`config.mk`:
```
export PLATFORM = sky130hd
export DESIGN_NAME = vn2d_fade
export DESIGN_NICKNAME = d
export VERILOG_FILES = /design/src/rtl/vn2d_pkg.sv /design/src/rtl/vn2d_fade.sv
export SDC_FILE = /design/constraint.sdc
export NUM_CORES = 2
export LEC_CHECK = 0
export BUFFER_PORTS_ARGS = -buffer_cell sky130_fd_sc_hd__buf_2
export CORE_MARGIN = 4
export CORE_UTILIZATION = 55
export CTS_BUF_LIST = sky130_fd_sc_hd__clkbuf_16
export DETAILED_ROUTE_END_ITERATION = 8
export HOLD_SLACK_MARGIN = 0.03
export PLACE_DENSITY = 0.74
export SLEW_MARGIN = 10
export SYNTH_ARGS = -nofsm -noshare
export SYNTH_HDL_FRONTEND = slang
export SYNTH_SLANG_ARGS = --single-unit
```
`constraint.sdc`:
```
create_clock -name clk_i -period 6 [get_ports clk_i]
set_clock_uncertainty 0.05 [all_clocks]
set_input_delay 0.6 -clock clk_i [delete_from_list [all_inputs] [get_ports clk_i]]
set_output_delay 0.6 -clock clk_i [all_outputs]
set_load 0.05 [all_outputs]
```
`src/rtl/vn2d_pkg.sv`:
```
// shared types, constants and helpers for the 2d value noise pipeline
`default_nettype none

package vn2d_pkg;

  // hash table geometry, table size must be a power of two
  localparam int TABLE_SIZE = 256;
  localparam int IDX_W      = $clog2(TABLE_SIZE);

  // coordinate format: signed q(32-frac).frac
  localparam int COORD_W   = 32;
  localparam int FRAC_BITS = 16;
  localparam int Q_W       = 16;

  // stream widths
  localparam int S_TDATA_W = 80;
  localparam int M_TDATA_W = 16;

  // pipeline depth, stage 1 is the input register, the last one the output register
  localparam int NUM_STAGES  = 8;
  localparam int FADE_STAGES = 5;

  // fade polynomial 6t^5 - 15t^4 + 10t^3
  localparam int FADE_C5 = 6;
  localparam int FADE_C4 = 15;
  localparam int FADE_C3 = 10;
  localparam int FADE_SUM_W = 21;

  typedef enum logic {
    FUNC_LOAD = 1'b0,
    FUNC_EVAL = 1'b1
  } func_e;

  typedef struct packed {
    logic en1;    // stage 1 loads
    logic en2;    // stage 2 loads
    logic we_a;   // load item accepted, write first-level copy
    logic we_bc;  // load item leaves stage 1, write corner copies
  } hash_ctl_t;

  // floored integer cell, wrapped to the table
  function automatic logic [IDX_W-1:0] cell_of(input logic [COORD_W-1:0] raw);
    logic signed [COORD_W-1:0] sh;
    sh = $signed(raw) >>> FRAC_BITS;
    return sh[IDX_W-1:0];
  endfunction

  // coordinate fraction as q0.16, truncated
  function automatic logic [Q_W-1:0] frac_of(input logic [COORD_W-1:0] raw);
    logic [FRAC_BITS+Q_W-1:0] ext;
    ext = {raw[FRAC_BITS-1:0], {Q_W{1'b0}}};
    return ext[FRAC_BITS +: Q_W];
  endfunction

  // hash byte scaled by 257 to a q0.16 fraction
  function automatic logic [Q_W-1:0] corner16(input logic [7:0] h);
    return {h, h};
  endfunction

endpackage

`default_nettype wire

```
`src/rtl/vn2d_fade.sv`:
```
// pipelined quintic fade 6t^5 - 15t^4 + 10t^3 on a q0.16 fraction
`default_nettype none

module vn2d_fade import vn2d_pkg::*; (
  input  wire logic                   clk_i,
  input  wire logic [FADE_STAGES-1:0] en_i,
  input  wire logic [Q_W-1:0]         t_i,
  output logic [Q_W-1:0]              fade_o
);

  logic [2*Q_W-1:0] p2, p3, p4, p5;

  logic [Q_W-1:0] t2_q, ta_q;
  logic [Q_W-1:0] t3_q, tb_q;
  logic [Q_W-1:0] t4_q, tc_q, t3b_q;
  logic [Q_W-1:0] t5_q, t4b_q, t3c_q;

  logic [FADE_SUM_W-1:0] pos, neg, diff;

  assign p2 = (2*Q_W)'(t_i)  * (2*Q_W)'(t_i);
  assign p3 = (2*Q_W)'(t2_q) * (2*Q_W)'(ta_q);
  assign p4 = (2*Q_W)'(t3_q) * (2*Q_W)'(tb_q);
  assign p5 = (2*Q_W)'(t4_q) * (2*Q_W)'(tc_q);

  assign pos  = FADE_SUM_W'(FADE_C5) * FADE_SUM_W'(t5_q)
              + FADE_SUM_W'(FADE_C3) * FADE_SUM_W'(t3c_q);
  assign neg  = FADE_SUM_W'(FADE_C4) * FADE_SUM_W'(t4b_q);
  assign diff = pos - neg;

  always_ff @(posedge clk_i) begin
    if (en_i[0]) begin
      t2_q <= p2[2*Q_W-1:Q_W];
      ta_q <= t_i;
    end
    if (en_i[1]) begin
      t3_q <= p3[2*Q_W-1:Q_W];
      tb_q <= ta_q;
    end
    if (en_i[2]) begin
      t4_q  <= p4[2*Q_W-1:Q_W];
      tc_q  <= tb_q;
      t3b_q <= t3_q;
    end
    if (en_i[3]) begin
      t5_q  <= p5[2*Q_W-1:Q_W];
      t4b_q <= t4_q;
      t3c_q <= t3b_q;
    end
    // saturate to [0, 1.0)
    if (en_i[4]) begin
      if (pos <= neg) begin
        fade_o <= '0;
      end else if (diff > FADE_SUM_W'({Q_W{1'b1}})) begin
        fade_o <= '1;
      end else begin
        fade_o <= diff[Q_W-1:0];
      end
    end
  end

endmodule

`default_nettype wire

```
==> results.json <==
{
  "status": "complete, but fails checks",
  "violations": "setup timing",
  "synthTopCellsByArea": "fa_1 (38%), ha_1 (16%), edfxtp_1 (13%), inv_1 (9.1%), nand2_1 (5.6%)",
  "cts_tree": "yes",
  "seq_area_mm2": 0.00529,
  "drt_iter0_drc": 1530,
  "layout-drive-gt1-share_pct": 19.5,
  "synth_top_area_share_pct": 38.5,
  "die_x_um": 279,
  "min_path_type": "register to register",
  "syn_nets": 5513,
  "route.detailed.drc": 0,
  "multi_input_area_mm2": 0.0323,
  "grt_pass1_wl_mm": 157,
  "cts_buffers": 17,
  "die_area_mm2": 0.0776,
  "yosysUniqueCellTypes": 76,
  "cts_num_sinks": 176,
  "critical_path_required_ns": 6.18,
  "ys.flop_type": "edfxtp_1",
  "synth_edf_count": 176,
  "ant_nets": 0,
  "synth_top_family_by_area": "adder cells",
  "drt-total-wl_mm": 95.0,
  "max_stage_delay_ns": 0.59,
  "fp.coreArea_mm2": 0.0721,
  "gp_congestion": 0.901,
  "ff2ff_setup_slack_ns": -0.50,
  "fmax_ghz": 0.154,
  "clockBufferDepth": 2,
  "synthMuxAreaShare_pct": 0.0280,
  "crit_buf_inv": 7,
  "area_delta_synth_final_pct": 18.3,
  "place_ws_ns": -0.533,
  "hold_ws_ns": 0.369,
  "hold_viol": 0,
  "min_period_ns": 6.50,
  "synth-xor-area-share_pct": 2.91,
  "path_cells": "buf_6, nand2_2, fa_1, inv_2, fa_1, inv_1, fa_1, inv_1, fa_1, inv_1, fa_1, inv_2, fa_1, ha_4, o21a_1, o21a_1, and3_4, a221oi_2, buf_4, o21ai_4, a31o_4, a22o_4, o41ai_4, xnor2_1",
  "dpl.hpwl_mm": 78.4,
  "drtPass1Iterations": 5,
  "start_kind": "register",
  "grt_max_degree": 49,
  "nNetsFinal": 6000,
  "synth_simple_gate_area_share_pct": 13.9,
  "cp-end-kind": "register",
  "final_cell_mix": "inv_1 (937), fa_1 (755), nand2_1 (572)",
  "wl_per_cell_um": 16.8,
  "clk_pin_slew_ns": 0.08,
  "synth_top_cell_by_area": "fa_1",
  "grt_usage_pct": 24.7,
  "setup_viol": 28,
  "netlist_area_mm2": 0.0403,
  "synth-seq-cells": 176,
  "initial_utilization_pct": 55.9,
  "setup_ws_ns": -0.496,
  "tightestPinTransition_ns": 1.11,
  "timing.setup.tns_ns": -6.80,
  "cp_common_cell": "fa_1",
  "crit_start": "ta_q[4]$_DFFE_PP_",
  "maxCapViolations": 0,
  "syn_inst": 4210,
  "via_count": 29991,
  "hold_buffers": 0,
  "maxSlewHeadroom_pct": 25.9,
  "synth_area_per_cell_um2": 9.57,
  "cts-root-buf": "clkbuf_16",
  "htreeDepth": 4,
  "critPathArrivalTime_ns": 6.67,
  "die_h_um": 279,
  "grt_pass1_vias": 32401,
  "min_from": "t3b_q[4]$_DFFE_PP_",
  "critPathTopFamily": "adder cells",
  "final_common_cell": "inv_1",
  "fillers": 5419,
  "io_pins": 38,
  "rows": 98,
  "port_buffers": 37,
  "slowest_stage": "fa_1",
  "synth-seq-area-share_pct": 13.1,
  "rr_startpoint": "ta_q[4]$_DFFE_PP_",
  "antenna_found_initial": 2,
  "crit_type": "register to register",
  "ys_warn_count": 0,
  "synth_compound_area_share_pct": 5.66,
  "period_share_pct": 108,
  "synth-adder-area-share_pct": 54.2,
  "rsz0062_at_grt": "yes",
  "post_drt_via_cell_ratio": 5.30,
  "report.final.slew_viol_count": 0,
  "crit_fanout": 3,
  "clock_latency_ns": 0.49,
  "overflow": 0,
  "synth-async-reset-ratio_pct": 0
}
==> kinds of logic (layout without fill, tap and decap cells) <==
family | count (synthesis) | after routing
mux | 1 | 1
buf+inv | 1093 | 1593
other cells | 0 | 1
compound gates | 342 | 342
fa+ha+maj | 1281 | 1281
simple gates | 1184 | 1184
flops | 176 | 176
xor+xnor | 133 | 133
==> routing by layer <==
layer	wire [µm]	part of all wire, %	up-vias	GRT usage (%)
met5	0	0	-	0
li1	-	-	13865	-
met3	4500	4.7	234	3.38
met1	38300	40	15073	31.0
met4	3310	3.5	0	8.60
met2	48900	52	819	43.8
==> area by class of cell <==
cell class	count	share of cell area (%)
inverter	975	7.68
antenna	1	0.00525
clock buffer	17	0.893
clock inverter	15	0.257
multi-input combinational	2941	67.7
sequential	176	11.1
tap	950	2.49
timing repair buffer	586	9.84
==> Yosys cell counts (all sizes together) (21+ instances only) <==
library cell  count
inv             975
fa              774
nand2           604
ha              507
and2            319
edfxtp          176
nor2            116
clkbuf          113
a21oi           109
xnor2            86
o21ai            59
a21o             52
xor2             47
nor3             31
nand3            24
nor2b            21
==> worst register-to-register path, delay by kind of cell (launching register included) <==
kind,cells,cell delay [ns]
fa+ha+maj,7,3.38
compound gates,7,1.56
buf+inv,7,0.54
xor+xnor,1,0.12
simple gates,2,0.21
flops,1,0.38
==> final timing paths <==
path                   endpoint  depth (start not counted)
max          t3_q[12]$_DFFE_PP_                         24
min          t3c_q[4]$_DFFE_PP_                          0
max reg2reg  t3_q[12]$_DFFE_PP_                         24
min reg2reg  t3c_q[4]$_DFFE_PP_                          0
==> what timing repair did <==
item | 4_1_cts | 5_1_grt
cloned | 1 | 1
pin swaps | 139 | 161
setup buffers | 76 | 35
setup endpoints to repair | 51 | 64
endpoints found under the hold margin | 0 | 0
gates resized for setup | 142 | 251
==> registers in the layout, indices dropped and copies added (netlist names) <==
register  count
ta_q         16
t3c_q        16
fade_o       16
tc_q         16
tb_q         16
t4b_q        16
t2_q         16
t5_q         16
t4_q         16
t3b_q        16
t3_q         16
==> per-stage QoR <==
stage,area [µm²],utilization (%),instances
final,47700,66.1,5661
after global routing,47700,66.1,5660
after CTS,46500,64.4,5632
after detailed placement,44800,62.2,5524
after global placement,44800,62.2,5524
after floorplan,40800,-,4210
Power is left out: the tool's default activity adds up to more than one toggle a clock period on the data nets, which glitch-free logic cannot reach.
