===== config.mk =====
export PLATFORM = sky130hd
export DESIGN_NAME = vn2d_lerp
export DESIGN_NICKNAME = d
export VERILOG_FILES = /design/src/rtl/vn2d_pkg.sv /design/src/rtl/vn2d_lerp.sv
export SDC_FILE = /design/constraint.sdc
export NUM_CORES = 1
export LEC_CHECK = 0
export ABC_AREA = 1
export BUFFER_PORTS_ARGS = -buffer_cell sky130_fd_sc_hd__clkbuf_2
export CAP_MARGIN = 15
export CORE_UTILIZATION = 25
export CTS_CLUSTER_DIAMETER = 120
export CTS_CLUSTER_SIZE = 25
export DETAILED_ROUTE_END_ITERATION = 10
export MAX_ROUTING_LAYER = met4
export PLACE_DENSITY = 0.4
export SLEW_MARGIN = 40
export SYNTH_ARGS = -nofsm -noshare
export SYNTH_HDL_FRONTEND = slang
export SYNTH_SLANG_ARGS = --single-unit

===== constraint.sdc =====
create_clock -name clk_i -period 13.9 [get_ports clk_i]
set_clock_uncertainty 0.1 [all_clocks]
set_input_delay 2.78 -clock clk_i [delete_from_list [all_inputs] [get_ports clk_i]]
set_output_delay 2.78 -clock clk_i [all_outputs]
set_load 0.02 [all_outputs]

===== src/rtl/vn2d_pkg.sv =====
// shared types, constants and helpers for the 2d value noise pipeline
`default_nettype none

package vn2d_pkg;

  // hash table geometry, table size must be a power of two
  localparam int TABLE_SIZE = 256;
  localparam int IDX_W      = $clog2(TABLE_SIZE);

  // coordinate format: signed q(32-frac).frac
  localparam int COORD_W   = 32;
  localparam int FRAC_BITS = 16;
  localparam int Q_W       = 16;

  // stream widths
  localparam int S_TDATA_W = 80;
  localparam int M_TDATA_W = 16;

  // pipeline depth, stage 1 is the input register, the last one the output register
  localparam int NUM_STAGES  = 8;
  localparam int FADE_STAGES = 5;

  // fade polynomial 6t^5 - 15t^4 + 10t^3
  localparam int FADE_C5 = 6;
  localparam int FADE_C4 = 15;
  localparam int FADE_C3 = 10;
  localparam int FADE_SUM_W = 21;

  typedef enum logic {
    FUNC_LOAD = 1'b0,
    FUNC_EVAL = 1'b1
  } func_e;

  typedef struct packed {
    logic en1;    // stage 1 loads
    logic en2;    // stage 2 loads
    logic we_a;   // load item accepted, write first-level copy
    logic we_bc;  // load item leaves stage 1, write corner copies
  } hash_ctl_t;

  // floored integer cell, wrapped to the table
  function automatic logic [IDX_W-1:0] cell_of(input logic [COORD_W-1:0] raw);
    logic signed [COORD_W-1:0] sh;
    sh = $signed(raw) >>> FRAC_BITS;
    return sh[IDX_W-1:0];
  endfunction

  // coordinate fraction as q0.16, truncated
  function automatic logic [Q_W-1:0] frac_of(input logic [COORD_W-1:0] raw);
    logic [FRAC_BITS+Q_W-1:0] ext;
    ext = {raw[FRAC_BITS-1:0], {Q_W{1'b0}}};
    return ext[FRAC_BITS +: Q_W];
  endfunction

  // hash byte scaled by 257 to a q0.16 fraction
  function automatic logic [Q_W-1:0] corner16(input logic [7:0] h);
    return {h, h};
  endfunction

endpackage

`default_nettype wire


===== src/rtl/vn2d_lerp.sv =====
// one registered linear interpolation a + trunc((b - a) * f), q0.16
`default_nettype none

module vn2d_lerp import vn2d_pkg::*; (
  input  wire logic           clk_i,
  input  wire logic           en_i,
  input  wire logic [Q_W-1:0] a_i,
  input  wire logic [Q_W-1:0] b_i,
  input  wire logic [Q_W-1:0] f_i,
  output logic [Q_W-1:0]      r_o
);

  logic             up;
  logic [Q_W-1:0]   mag;
  logic [2*Q_W-1:0] prod;
  logic [Q_W-1:0]   m;

  // work on the magnitude so the step truncates toward zero
  assign up   = b_i >= a_i;
  assign mag  = up ? (b_i - a_i) : (a_i - b_i);
  assign prod = (2*Q_W)'(mag) * (2*Q_W)'(f_i);
  assign m    = prod[2*Q_W-1:Q_W];

  always_ff @(posedge clk_i) begin
    if (en_i) begin
      r_o <= up ? (a_i + m) : (a_i - m);
    end
  end

endmodule

`default_nettype wire

==> results of run 1 <==
stage by stage:
step / utilization / instance area (µm²)
floorplan: - / 11800
global placement: 0.276 / 12900
detailed placement: 0.276 / 12900
CTS: 0.278 / 13000
global route: 0.280 / 13000
finish: 0.280 / 13000
cell type report:
| class | instances | area [µm²] |
|---|---|---|
| Fill cell | 5209 | 33600 |
| Multi-Input combinational cell | 1149 | 9820 |
| Inverter | 377 | 1430 |
| Tap cell | 607 | 759 |
| Sequential cell | 16 | 480 |
| Timing Repair Buffer | 84 | 468 |
| Clock buffer | 3 | 75.1 |
| Clock inverter | 1 | 3.75 |
per-layer routing:
metal | global-route usage | part of all wire | vias to the layer above
met5 | - | 0 | -
met4 | 0.0409 | 0.026 | 0
met3 | 0.0144 | 0.039 | 56
met2 | 0.291 | 0.48 | 204
met1 | 0.226 | 0.45 | 5003
li1 | - | - | 4872
critical path, delay by kind of cell:
kind	cells	cell delay [ns]
compound gates	10	2.02
buf+inv	10	0.93
xor+xnor	3	0.59
fa+ha+maj	11	4.41
simple gates	20	2.16
cells by family after synthesis:
| logic type | after synthesis | share of synthesized area |
|---|---|---|
| buffers and inverters | 408 | 0.131 |
| XOR/XNOR | 57 | 0.0465 |
| flip-flops | 16 | 0.0406 |
| AO/OA/AOI/OAI | 163 | 0.0800 |
| AND/OR/NAND/NOR | 584 | 0.213 |
| adder cells (fa/ha/maj) | 345 | 0.489 |
synthesized netlist by cell type, types with 7 or more instances:
cell and instances:
o21a_1 8, nand3_1 31, nand4_1 8, a21oi_1 76
a31oi_1 13, nor3_1 9, clkbuf_1 24, nand2_1 310
nand2_2 20, o21ai_0 35, ha_1 149, nand2_4 7
edfxtp_1 16, inv_1 367, fa_1 196, xor2_1 40
nor2_1 174, xnor2_1 11
final timing paths:
path  slack [ns]    from  cells past startpoint       to
max         0.86  a_i[0]                     54  r_o[14]
min         2.85  a_i[0]                      2   r_o[0]
what timing repair did:
| item | in CTS | in global routing |
|---|---|---|
| setup endpoints to repair | 0 | 4 |
| gates resized for setup | 0 | 6 |
| setup buffers | 0 | 5 |
| hold endpoints to repair | 0 | 0 |
==> flow_results.org, run 1 <==
** Layout
- Area added between synthesis and finish :: 10.1%
- More flip-flops sit in one register than any other, and that register is r_o.
- 0 antenna diodes ended up in the layout.
- After the last flow step, the layout net total stands at 2026.
- In the final layout, the share of cells above drive strength 1 is 0.0914.
- Layout Cells excl Fill :: 2237
- Flip-flop count of the largest register, all copies and words added :: 16
- Top library cells by usage in the layout, fill and taps aside :: 366 x inv_1, 309 x nand2_1, 196 x fa_1, 174 x nor2_1, 149 x ha_1
- Largest registers :: r_o (16)
- Most common cell after layout, fill and taps aside :: inv_1

** Die
- Area of the die :: 48200 µm²
- Standard-cell rows :: 79
- The core region is 46700 µm².
- The floorplan step set the die width to 220 µm.
- For this configuration, the core starts out at a cell density of 0.254.
- The die is 220 µm tall.
- Pin placement for this block handled 66 I/O pins.

** Timing
- After layout, the minimum clock period comes to 13.04 ns.
- Setup repair after global routing missed its margin :: false
- Total setup violations reported at the end of the flow :: 0
- Relative slew slack :: 0.506
- Share of the cycle needed by the critical path after routing :: 0.938
- Final hold analysis gives a worst-case slack of 2.85 ns.
- The number of hold violations in the final report is 0.
- Transition time at the pin with the least slew margin :: 0.740 ns
- Timing would allow up to 0.0767 GHz.
- In the post-route analysis, the smallest setup slack over all paths is 0.861 ns.
- Final Max Slew Viols :: 0
- Total negative setup slack :: 0 ns

** Detailed routing
- In the routed design, unresolved DRC markers number 2.
- Before antenna repair, the detailed router went through 9 iterations.
- Dividing the detail-routed via count by the number of cells gives 4.53.
- The detailed router finished its first iteration with 646 violations.
- After detailed routing, the average wire length per cell comes to 17.4 µm.
- The routed layout has 10100 vias.
- Residual antenna-violating net count after detailed routing :: 0
- Summed over all layers, the routed wires come to 39000 µm.

** Worst hold path
- Min-Delay Path Class :: input port to flop

** Synth
- Synthesis produced 1573 cells.
- Number of storage elements in the synthesis netlist :: 16
- For this run, the register share of the synthesized area comes to 0.0406.
- Synthesis produced a netlist with a net count of 1968.
- Netlist Area Pre-Place :: 11800 µm²
- The synthesized design spends more area on one cell type than any other, namely fa_1.
- During synthesis, Yosys emitted a total of 0 warnings.
- Async set-reset flop share out of synthesis :: 0
- By area the synthesized netlist is led by fa_1 33%, ha_1 16%, inv_1 12%.
- Counting flops with a built-in enable in the synthesized netlist gives 16.
- Yosys mapped the design onto 53 distinct sky130hd cell types.
- The average instance in the mapped netlist occupies 7.53 µm².
- The most used flip-flop cell after synthesis is edfxtp_1.
- Area share of the largest cell type after synthesis :: 0.331

** Clock tree
- After clock tree synthesis, the flow added hold-fix buffers numbering 0.
- CTS saw 16 sinks.
- Clock Pin Slew Worst Setup and Hold Paths :: 0.05 ns
- CTS built an H-tree with a depth of 1.
- In this run the deepest clock path goes through 2 buffers.
- Buffers inserted during clock tree synthesis total 3.
- The root buffer cell chosen for the clock tree is clkbuf_16.
- TritonCTS clock tree :: yes

** Setup path
- Data on the critical path arrives at its endpoint at 12.94 ns.
- Along the worst path, the maximum fanout reaches 21.
- On the worst path, the slowest cell contributes a delay of 0.59 ns.
- The largest individual stage delay along the critical path comes from the cell fa_1.
- The critical path is of the input port to flop type.
- STA classifies the critical path startpoint as an input port.
- Critical Path End Type :: flop
- Most Frequent Cell on Critical Path :: nand2_1
- For the worst setup path, the data required time is 13.80 ns.

** Global routing
- The number of antenna violations at the first check in global routing was 0.
- Wire length of the first global-routing pass :: 62000 µm
- GRT Total Usage :: 0.174
- Pin count of the biggest net entering global routing :: 22
- GRT Residual Overflow :: 0
- The number of global-route vias before repair is 10900.

** Place
- Cell count after placement :: 2228
- OpenSTA, run right after detailed placement, puts the worst setup slack at 0.473 ns.
- The wire-length estimate of the detail-placed layout is 34300 µm.
- The congestion estimate from routability-driven global placement came to 0.913.
- IO Port Bufs :: 65

** Flow run
- Number of violations of the max-capacitance limit :: 0

** Outcome
- Failing checks :: design-rule violations
- The flow ran to the end, but the final reports show violations.
Power of run 1 is not shown: default switching activity piles up to over one toggle a cycle in this logic, so the estimate is an artifact.
==> inputs of run 2 (changes only) <==
--- a/config.mk
+++ b/config.mk
@@ -5,13 +5,13 @@
 export SDC_FILE = /design/constraint.sdc
 export NUM_CORES = 1
 export LEC_CHECK = 0
-export ABC_AREA = 1
 export BUFFER_PORTS_ARGS = -buffer_cell sky130_fd_sc_hd__clkbuf_2
 export CAP_MARGIN = 15
 export CORE_UTILIZATION = 25
 export CTS_CLUSTER_DIAMETER = 120
 export CTS_CLUSTER_SIZE = 25
 export DETAILED_ROUTE_END_ITERATION = 10
+export HOLD_SLACK_MARGIN = 0.05
 export MAX_ROUTING_LAYER = met4
 export PLACE_DENSITY = 0.4
 export SLEW_MARGIN = 40
==> flow_results.org, run 2 <==
** Setup path
- Endpoint required time on the critical path :: 13.80 ns
- On the worst path, the slowest cell contributes a delay of 0.59 ns.
- The slowest stage of the critical path belongs to the cell or4_4.
- The worst setup path is captured at a flop.
- Crit path launch :: a_i[13]
- Most Frequent Cell on Critical Path :: fa_1
- The worst setup path is launched from an input port.
- Critical Path Sink :: r_o[14]
- Arr. time, crit path :: 13.30 ns
- By startpoint and endpoint, the worst setup path is classified as input port to flop.
- Of all nets on the critical path, the largest fanout is 6.

** Synth
- Yosys cell types :: 65
- The share of the Yosys chip area taken by registers is 0.0410.
- Dominant synthesized flop cell :: edfxtp_1
- During synthesis, Yosys emitted a total of 0 warnings.
- Counting flops with an async set or reset pin after synthesis yields a share of 0.
- By instance count, the leading cell after synthesis is inv_1.
- The share of synthesized area in the top cell type comes to 0.335.
- The synthesized design spends more area on one cell type than any other, namely fa_1.
- In this run, synthesis inferred 16 flip-flops with an integrated enable.
- After synthesis, the most frequently instantiated cells are 268 x inv_1, 196 x fa_1, 175 x nand2_1.
- Net count after synthesis :: 1776
- In this run the mean area of a mapped cell was 8.49 µm².
- Number of storage elements in the synthesis netlist :: 16
- Summing every instance area after synthesis gives 11700 µm².
- Synthesis handed over a netlist of 1381 instances.
- Top cells by area in the synthesized netlist :: fa_1 33%, ha_1 16%, inv_1 8.6%

** Outcome
- The run finished with clean final reports.

** Clock tree
- Clock Pin Slew Worst Setup and Hold Paths :: 0.05 ns
- The cell sitting at the root of the clock tree is a clkbuf_16.
- Counting every sink on the clock net gives 16.
- No sink is reached through more buffers than the 2 on the longest clock path.
- In this run the number of H-tree levels came out at 1.
- Number of buffers added to fix hold violations after cts :: 0
- Buffers inserted during clock tree synthesis total 3.
- TritonCTS clock tree :: yes

** Layout
- Summing all flip-flop and latch instances after layout gives 480 µm².
- Layout cells sized above 1 :: 0.168
- Reg with most FFs :: r_o
- The number of antenna diodes in the final layout is 0.
- Flip-flop count of the largest register, all copies and words added :: 16
- The largest registers in the layout are r_o (16).
- After filler insertion, the fill cell instance count of the layout stands at 5079.
- With fillers left out, the area of the finished cells amounts to 13900 µm².
- The library cell used most frequently in the layout, excluding fill and tap cells, is inv_1.
- The top cell types in the final layout, fill and taps aside, are 268 x inv_1, 195 x fa_1, 175 x nand2_1, 147 x ha_1, 117 x buf_4.
- The area growth from synthesis to layout is 18.2%.
- Footprint of the multi-input gates :: 10200 µm²
- For this run, the post-layout net count is 1920.

** Detailed routing
- Vias per std cell :: 4.49
- Wires add up to 32500 µm.
- In this run the remaining antenna-violating nets after routing total 0.
- Detailed-routing iteration count for the pre-antenna-repair pass :: 5
- Post-detailed-route DRC marker count :: 0
- For this block, the initial DRC count from the detailed router was 399.
- Routed vias :: 9562
- Detail-routed net length per standard cell :: 15.2 µm

** Timing
- Total setup violations reported at the end of the flow :: 0
- After layout, the minimum clock period comes to 13.39 ns.
- In the finished design, the share of the clock period the worst path needs comes to 0.964.
- The number of hold violations in the final report was 0.
- Relative slew slack :: 0.508
- The number of slew-limit violations in the final report was 0.
- Max Freq :: 0.0747 GHz
- At the pin with the least slew margin, the transition time is 0.736 ns.

** Die
- Standard-cell rows :: 79
- Area of the die :: 47800 µm²
- From bottom edge to top edge, the die measures 219 µm.
- DIE WIDTH :: 219 µm
- After floorplanning, the core was sized to cover 46500 µm².
- Number of top-level pins :: 66
- Initial core utilization :: 0.252

** Global routing
- GRT Total Usage :: 0.145
- GRT met3 Usage :: 0.00640
- Met1 demand-to-capacity share in global routing :: 0.202
- Pin count of the biggest net entering global routing :: 33
- met2 is the most crowded layer.
- GRT Residual Overflow :: 0
- The number of antenna violations at the first check in global routing came to 0.
- For this run, global-route usage on met2 was measured as 0.240.
- Number of global-route vias before repair :: 10000
- The first global-routing pass estimated 53700 µm of wire.

** Place
- Input and output buffers added on the ports amount to 65.
- Summed over all nets, the half-perimeter wirelength after detailed placement is 28000 µm.
- In this run the cell area measured after placement is 13600 µm².
- Routability-driven placement finished with a final weighted congestion of 0.848.

** Worst hold path
- Min-Delay Path Class :: input port to flop

** Flow run
- Across the run, the number of max-cap violations was 0.
==> run 2: changes by cell type in the layout (fill, tap and decap cells not counted), moves of 20 or more <==
cell and change:
nand2_1 -134, nand2b_1 +23, and2_1 +99, nor2_1 -136
xor2_1 -25, a21oi_1 -33, buf_4 +98, xnor2_1 +26
mux2i_1 +20, nor2b_1 +21, inv_1 -98
==> run 2: layout make-up <==
| cell class | instances | area share |
|---|---|---|
| Multi-Input combinational cell | 1046 | 0.735 |
| Timing Repair Buffer | 190 | 0.0977 |
| Inverter | 268 | 0.0725 |
| Tap cell | 607 | 0.0548 |
| Sequential cell | 16 | 0.0346 |
| Clock buffer | 3 | 0.00541 |
==> run 2: how the worst min path moves through the flow <==
stage / startpoint / end / slack, ns / cells past startpoint
6_report: a_i[0] / r_o[0] / 2.86 / 3
5_1_grt: a_i[0] / r_o[0] / 2.90 / 3
4_1_cts: a_i[0] / r_o[0] / 2.87 / 3
3_5_place_dp: a_i[0] / r_o[0] / 3.12 / 3
3_3_place_gp: a_i[0] / r_o[0] / 3.12 / 3
2_1_floorplan: en_i / r_o[0] / 2.79 / 0
==> run 2: kinds of logic after synthesis <==
family	after synthesis	synth area share
AO/OA/AOI/OAI	178	0.103
XOR/XNOR	56	0.0431
adder cells (fa/ha/maj)	345	0.493
buffers and inverters	319	0.104
flip-flops	16	0.0410
multiplexers	30	0.0267
AND/OR/NAND/NOR	437	0.189
==> run 2: stage by stage <==
step	hold WS, ns	worst slack [ns]	std cells	utilization	TNS, ns
floorplan	2.79	0.206	1381	-	0
global placement	3.12	-0.210	2120	0.292	-0.373
detailed placement	3.12	-0.247	2120	0.292	-0.454
CTS	2.87	0.00536	2123	0.294	0
global route	2.90	-0.0176	2130	0.299	-0.0176
finish	2.86	0.505	2130	0.299	0
==> run 2: timing repair <==
action | in CTS | in global routing
setup endpoints to repair | 1 | 5
pin swaps | 0 | 25
gates resized for setup | 1 | 37
buffers inserted | 0 | 7
endpoints found under the hold margin | 0 | 0
==> run 2: worst max-delay path: cells and delay by family <==
kind	cells	cell delay (ns)
AND/OR/NAND/NOR	5	1.02
XOR/XNOR	4	0.78
multiplexers	1	0.12
AO/OA/AOI/OAI	18	3.58
adder cells (fa/ha/maj)	9	3.91
buffers and inverters	10	1.09
==> run 2: metal layers <==
| layer | vias to the layer above | wire length, µm |
|---|---|---|
| met4 | 0 | 212 |
| met1 | 4813 | 16200 |
| li1 | 4650 | - |
| met2 | 89 | 15500 |
| met5 | - | 0 |
| met3 | 10 | 498 |
Power of run 2 is left out for the same reason.
